**config.mk**
```make
export PLATFORM = sky130hd
export DESIGN_NAME = text_terminal_cursor_writer
export DESIGN_NICKNAME = d
export VERILOG_FILES = /design/src/ttcw_pkg.sv /design/src/text_terminal_cursor_writer.sv
export SDC_FILE = /design/constraint.sdc
export NUM_CORES = 1
export LEC_CHECK = 0
export ABC_AREA = 1
export BUFFER_PORTS_ARGS = -buffer_cell sky130_fd_sc_hd__buf_2
export CAP_MARGIN = 20
export CORE_MARGIN = 2
export CORE_UTILIZATION = 50
export DETAILED_ROUTE_END_ITERATION = 12
export GPL_TIMING_DRIVEN = 0
export PLACE_DENSITY = 0.69
export SLEW_MARGIN = 15
export SYNTH_ARGS = -nofsm -noshare
export SYNTH_HDL_FRONTEND = slang
export SYNTH_SLANG_ARGS = --single-unit
```
**constraint.sdc**
```tcl
create_clock -name clock -period 5.8 [get_ports clock]
set_clock_uncertainty 0.05 [all_clocks]
set_input_delay 0.29 -clock clock [delete_from_list [all_inputs] [get_ports clock]]
set_output_delay 0.29 -clock clock [all_outputs]
set_load 0.02 [all_outputs]
```
**src/ttcw_pkg.sv**
```systemverilog
// Shared types and constants for the text terminal cursor writer.
package ttcw_pkg;

   localparam logic [7:0] CODE_CR    = 8'd13;
   localparam logic [7:0] CODE_BS    = 8'd127;
   localparam logic [7:0] CODE_SPACE = 8'd32;

   localparam int unsigned TRIGGER_LEN = 7;
   localparam logic [2:0]  TRIGGER_LAST = 3'(TRIGGER_LEN - 1);

   localparam logic [1:0] CSR_GRID_COLUMNS = 2'd0;
   localparam logic [1:0] CSR_GRID_ROWS    = 2'd1;

   localparam logic [7:0] GRID_COLUMNS_RESET = 8'd39;
   localparam logic [7:0] GRID_ROWS_RESET    = 8'd29;

   typedef struct packed {
      logic [7:0] glyph;
      logic [7:0] cell_column;
      logic [7:0] cell_row;
      logic       rainbow_foreground;
   } draw_type;

   // Letter expected at each matcher position ("rainbow").
   function automatic logic [7:0] trigger_letter(input logic [2:0] pos);
      logic [7:0] letter;
      case (pos)
         3'd0:    letter = 8'h72;
         3'd1:    letter = 8'h61;
         3'd2:    letter = 8'h69;
         3'd3:    letter = 8'h6E;
         3'd4:    letter = 8'h62;
         3'd5:    letter = 8'h6F;
         3'd6:    letter = 8'h77;
         default: letter = 8'h00;
      endcase
      return letter;
   endfunction

endpackage

```
**src/text_terminal_cursor_writer.sv**
```systemverilog
// Cursor tracking and draw command generation for a bordered text display.
//
//  Channel  Direction  Handshake            Payload
//  req_     in         req_valid/req_stall  rx_byte
//  rsp_     out        rsp_valid/rsp_stall  glyph, cell_column, cell_row,
//                                           rainbow_foreground
//  csr_     in         csr_valid/csr_ready  csr_index, csr_wdata
//
// One request per cycle while req_stall is low; its draw command is registered
// in out_ff (skid_ff if rsp_ stalls). Cursor and matcher update in the accept cycle.
// Results pass through an output register backed by one skid register; req_stall
// rises only while the skid register holds a result.
// Carriage return yields no draw command. Reset is synchronous; csr_ is always ready.
module text_terminal_cursor_writer
   import ttcw_pkg::*;
(
   input  logic       clock,
   input  logic       reset,
   input  logic       req_valid,
   output logic       req_stall,
   input  logic [7:0] req_rx_byte,
   output logic       rsp_valid,
   input  logic       rsp_stall,
   output logic [7:0] rsp_glyph,
   output logic [7:0] rsp_cell_column,
   output logic [7:0] rsp_cell_row,
   output logic       rsp_rainbow_foreground,
   input  logic       csr_valid,
   output logic       csr_ready,
   input  logic [1:0] csr_index,
   input  logic [7:0] csr_wdata
);

   logic [7:0] grid_columns_ff, grid_rows_ff;
   logic [7:0] column_ff, row_ff, column_in, row_in;
   logic [2:0] trigger_ff, trigger_in;
   logic       rainbow_ff, rainbow_in;
   logic       out_valid_ff, skid_valid_ff;
   draw_type   out_ff, skid_ff, draw_in;

   logic req_accept, is_cr, is_bs, produce, out_take;
   logic [7:0] col_a, row_a;

   assign req_accept = req_valid && !req_stall;
   assign req_stall  = skid_valid_ff;
   assign csr_ready  = 1'b1;
   assign is_cr      = (req_rx_byte == CODE_CR);
   assign is_bs      = (req_rx_byte == CODE_BS);
   assign produce    = req_accept && !is_cr;
   assign out_take   = out_valid_ff && !rsp_stall;

   always_comb begin
      col_a = column_ff;
      row_a = row_ff;
      draw_in.glyph              = req_rx_byte;
      draw_in.cell_column        = column_ff;
      draw_in.cell_row           = row_ff;
      draw_in.rainbow_foreground = rainbow_ff;
      if (is_cr) begin
         row_a = row_ff + 8'd1;
         col_a = 8'd1;
      end else if (is_bs) begin
         col_a = column_ff - 8'd1;
         if (col_a == 8'd0) begin
            col_a = grid_columns_ff - 8'd1;
            row_a = row_ff - 8'd1;
         end
         if (row_a == 8'd0) begin
            row_a = grid_rows_ff - 8'd1;
         end
         draw_in.glyph       = CODE_SPACE;
         draw_in.cell_column = col_a;
         draw_in.cell_row    = row_a;
      end else begin
         col_a = column_ff + 8'd1;
      end
      // wrap at the border
      column_in = col_a;
      row_in    = row_a;
      if (col_a >= grid_columns_ff) begin
         row_in    = row_a + 8'd1;
         column_in = 8'd1;
      end
      if (row_in >= grid_rows_ff) begin
         row_in = 8'd1;
      end
   end

   // naive matcher: drop to start on any mismatch
   always_comb begin
      trigger_in = 3'd0;
      rainbow_in = rainbow_ff;
      if (req_rx_byte == trigger_letter(trigger_ff)) begin
         if (trigger_ff == TRIGGER_LAST) begin
            rainbow_in = !rainbow_ff;
         end else begin
            trigger_in = trigger_ff + 3'd1;
         end
      end
   end

   always_ff @(posedge clock) begin
      if (reset) begin
         grid_columns_ff <= GRID_COLUMNS_RESET;
         grid_rows_ff    <= GRID_ROWS_RESET;
         column_ff       <= 8'd1;
         row_ff          <= 8'd1;
         trigger_ff      <= 3'd0;
         rainbow_ff      <= 1'b0;
         out_valid_ff    <= 1'b0;
         skid_valid_ff   <= 1'b0;
      end else begin
         if (csr_valid && csr_ready) begin
            case (csr_index)
               CSR_GRID_COLUMNS: grid_columns_ff <= csr_wdata;
               CSR_GRID_ROWS:    grid_rows_ff    <= csr_wdata;
               default:          ;
            endcase
         end
         if (req_accept) begin
            column_ff  <= column_in;
            row_ff     <= row_in;
            trigger_ff <= trigger_in;
            rainbow_ff <= rainbow_in;
         end
         if (!out_valid_ff || out_take) begin
            if (skid_valid_ff) begin
               out_ff        <= skid_ff;
               out_valid_ff  <= 1'b1;
               skid_valid_ff <= 1'b0;
            end else begin
               out_valid_ff <= produce;
               if (produce) begin
                  out_ff <= draw_in;
               end
            end
         end else if (produce) begin
            // hold the stalled result, park the new one
            skid_ff       <= draw_in;
            skid_valid_ff <= 1'b1;
         end
      end
   end

   assign rsp_valid              = out_valid_ff;
   assign rsp_glyph              = out_ff.glyph;
   assign rsp_cell_column        = out_ff.cell_column;
   assign rsp_cell_row           = out_ff.cell_row;
   assign rsp_rainbow_foreground = out_ff.rainbow_foreground;

   a_skid_behind_out: assert property (@(posedge clock) disable iff (reset)
      skid_valid_ff |-> out_valid_ff)
      else $error("skid register full while output register empty");

   a_trigger_range: assert property (@(posedge clock) disable iff (reset)
      trigger_ff != 3'd7)
      else $error("matcher position beyond word length");

   a_draw_emitted: assert property (@(posedge clock) disable iff (reset)
      (produce && !out_valid_ff) |=> rsp_valid)
      else $error("draw command lost");

   a_skid_fill: assert property (@(posedge clock) disable iff (reset)
      $rose(skid_valid_ff) |-> $past(out_valid_ff && rsp_stall))
      else $error("skid filled without output stall");

endmodule
```
==> metrics.csv <==
stage;metric;value;unit
status;status;completed;
finish;fin_util;57.7;%
global_routing;overflow;0;
worst_setup_path;r2r-start;column_ff[0];
global_routing;grtUsageTotal;23.6;%
yosys;netlist_instances;743;
yosys;synth-main-ff-cell;edfxtp_1;
timing;max_slew.worst_pin.slew;0.820;ns
die;pin_count;51;
timing;setup_viol;0;
hold_path;hold_start;csr_wdata[0];
placement;io_buffers;48;
pwr;peakVddDrop;0.104;mV
worst_setup_path;cp-end-kind;flip-flop;
worst_setup_path;worstRegToRegCells;30;
timing;rsz0062_at_grt;no;
timing;period_minus_slack;5.19;ns
drt;viasPerCell;5.25;
worst_setup_path;crit_type;reg2reg;
timing;slew_viol_final;0;
drt;vias;4984;
cts;cts_max_level;3;
run;cap_violations;0;
finish;n_antenna_cell;0;
cts;cts.sinks;88;
pwr;p_per_area;221;mW/mm^2
worst_setup_path;ff2ff_setup_slack;0.61;ns
timing;hold_violations;0;
drt;drtIter0Drc;297;
finish;layout.nets;853;
worst_setup_path;arrival;5.44;ns
yosys;ys_ff_latch;88;
yosys;synth_edf_count;50;
drt;wire_per_inst;14.0;um
drt;drc_errors;0;
die;rows;38;
placement;finalWeightedCongestion;0.907;
die;die_w;110;um
timing;timing.slew.headroom;44.9;%
worst_setup_path;crit_start;column_ff[0];
worst_setup_path;crit_path_top_delay_cell;dfxtp_1;
timing;timing.fmax;193;MHz
worst_setup_path;cp-endpoint;row_ff[5];
pwr;power_leakage;2.77;nW
global_routing;grt_pass1_wl;22.0;mm
cts;cts-root-buf;clkbuf_8;
cts;clock_path_buffers;2;
timing;fin_crit_sh;89.5;%
yosys;synth_nets;791;
cts;path_clk_slew;0.09;ns
cts;clk_latency;0.36;ns
finish;final_common_cell;nand2_1;
yosys;ys_types;46;
drt;firstDrtPassIters;5;
drt;drt-total-wl;13.3;mm
global_routing;grt_max_degree;15;
worst_setup_path;worstPathMaxFanout;9;
timing;fin_tns_setup;0;ns
drt;drt.antenna.violating_nets;0;
die;coreArea;0.0108;mm^2
yosys;netlist_area;0.00558;mm^2
cts;cts_hold_buffers;0;
placement;post-dp-hpwl;10.5;mm
worst_setup_path;start_kind;flip-flop;
die;initial_core_util;51.4;%
worst_setup_path;cp.required;6.05;ns
yosys;seq_area_frac_synth;40.6;%
finish;drive_above_1_share;12.8;%
worst_setup_path;cpPeakStageDelay;0.44;ns
global_routing;first_global_vias;4581;
finish;final_cell_mix;nand2_1 (221), inv_1 (82), nor2_1 (56);
die;dieArea;0.0120;mm^2
cts;post-cts-setup-buffers;0;
hold_path;hp-class;in2reg;
die;die_y;110;um
finish;syn_to_final_growth;12.2;%
yosys;synth.avg_cell_area;7.50;um^2
yosys;synth_async_sr_flop_share;0;%
yosys;yosys_warnings;0;
cts;tritoncts;yes;
global_routing;antenna_found_initial;0;
worst_setup_path;rr_endpoint;row_ff[5];
cts;numCtsBuffers;9;
[stage by stage]
step                      std cells  cell area, um^2  hold slack, ns  total power, mW  setup slack (ns)
final                           950             6250           0.125             1.38             0.611
after global routing            950             6250           0.128             1.45             0.113
after CTS                       950             6240           0.114             1.39             0.221
after detailed placement        934             6030           0.372            0.935             0.268
after global placement          931             5990           0.360            0.930             0.349
after floorplan                 743             5580           0.358            0.871              1.34
[repair_timing]
action                                  CTS  global route
resized for setup                         0             4
endpoints found under the setup margin    0             8
endpoints found under the hold margin     0             0
[metal layers]
layer	vias to the layer above	routed length, um	GRT usage, %
met5	-	0	0
met3	15	612	4.39
met1	2269	6480	32.9
met4	0	146	6.96
met2	140	6070	37.5
li1	2560	-	-
[cells by family after synthesis]
group,share of synthesized area (%)
simple gates,29.6
xor+xnor,4.40
flops,40.6
compound gates,11.7
buf+inv,7.90
fa+ha+maj,5.61
mux,0.202
other cells,0.0673
[worst min-delay path by stage]
stage,to,slack [ns],cells after the start
final,grid_rows_ff[0],0.13,3
after global placement,skid_ff[0],0.36,0
after floorplan,skid_ff[0],0.36,0
after global routing,grid_columns_ff[5],0.13,3
after detailed placement,skid_ff[0],0.37,0
after CTS,grid_rows_ff[3],0.11,3
[area by class of cell]
cell class,count,area [um^2]
multi-input cells,544,2890
flip-flops and latches,88,2260
plain buffers,25,118
well taps,140,175
clock buffers,11,131
fillers,1024,4590
clock inverters,5,81.3
repair buffers,51,270
inverters,86,323
[state kept, by name, indices dropped and copies added, names as in the netlist]
register / count
rsp_cell_row: 8
rsp_rainbow_foreground: 1
skid_ff: 25
trigger_ff: 3
row_ff: 8
rainbow_ff: 1
grid_columns_ff: 8
column_ff: 8
req_stall: 1
grid_rows_ff: 8
rsp_cell_column: 8
rsp_glyph: 8
rsp_valid: 1
[worst max-delay path: cells and delay by family, from the launching register on]
| family | cells | cell delay, ns |
|---|---|---|
| simple gates | 16 | 2.07 |
| flops | 1 | 0.44 |
| compound gates | 6 | 1.30 |
| fa+ha+maj | 3 | 0.86 |
| buf+inv | 5 | 0.41 |
[power by group]
| group | internal [mW] | total (mW) | switching [mW] |
|---|---|---|---|
| logic | 0.0767 | 0.233 | 0.156 |
| clock network | 0.243 | 0.460 | 0.217 |
| registers | 0.680 | 0.690 | 0.0102 |
| total | 0.999 | 1.38 | 0.384 |
[cells in the mapped netlist, types with 2 or more instances]
cell type	instances	share of area, %
nor2_4	5	1.0
buf_1	3	0.20
inv_1	82	5.5
a211oi_1	3	0.40
o21ai_1	2	0.18
and2_1	2	0.22
nand2_2	9	1.0
nor2_1	58	3.9
nand3_1	31	2.8
xnor2_1	3	0.47
inv_2	2	0.13
nor3_1	22	2.0
nor2_8	2	0.72
or2_2	2	0.22
ha_1	25	5.6
clkbuf_1	18	1.2
nor2_2	3	0.34
o21a_1	2	0.27
nand4_1	9	1.0
clkinv_1	2	0.13
nand2_4	2	0.40
xor2_1	25	3.9
a21oi_1	53	4.8
nand2_1	221	15
nand3_2	3	0.54
o21ai_0	38	3.4
dfxtp_1	38	14
o211ai_1	11	1.5
edfxtp_1	50	27
Power figures use the tool's default switching activity.
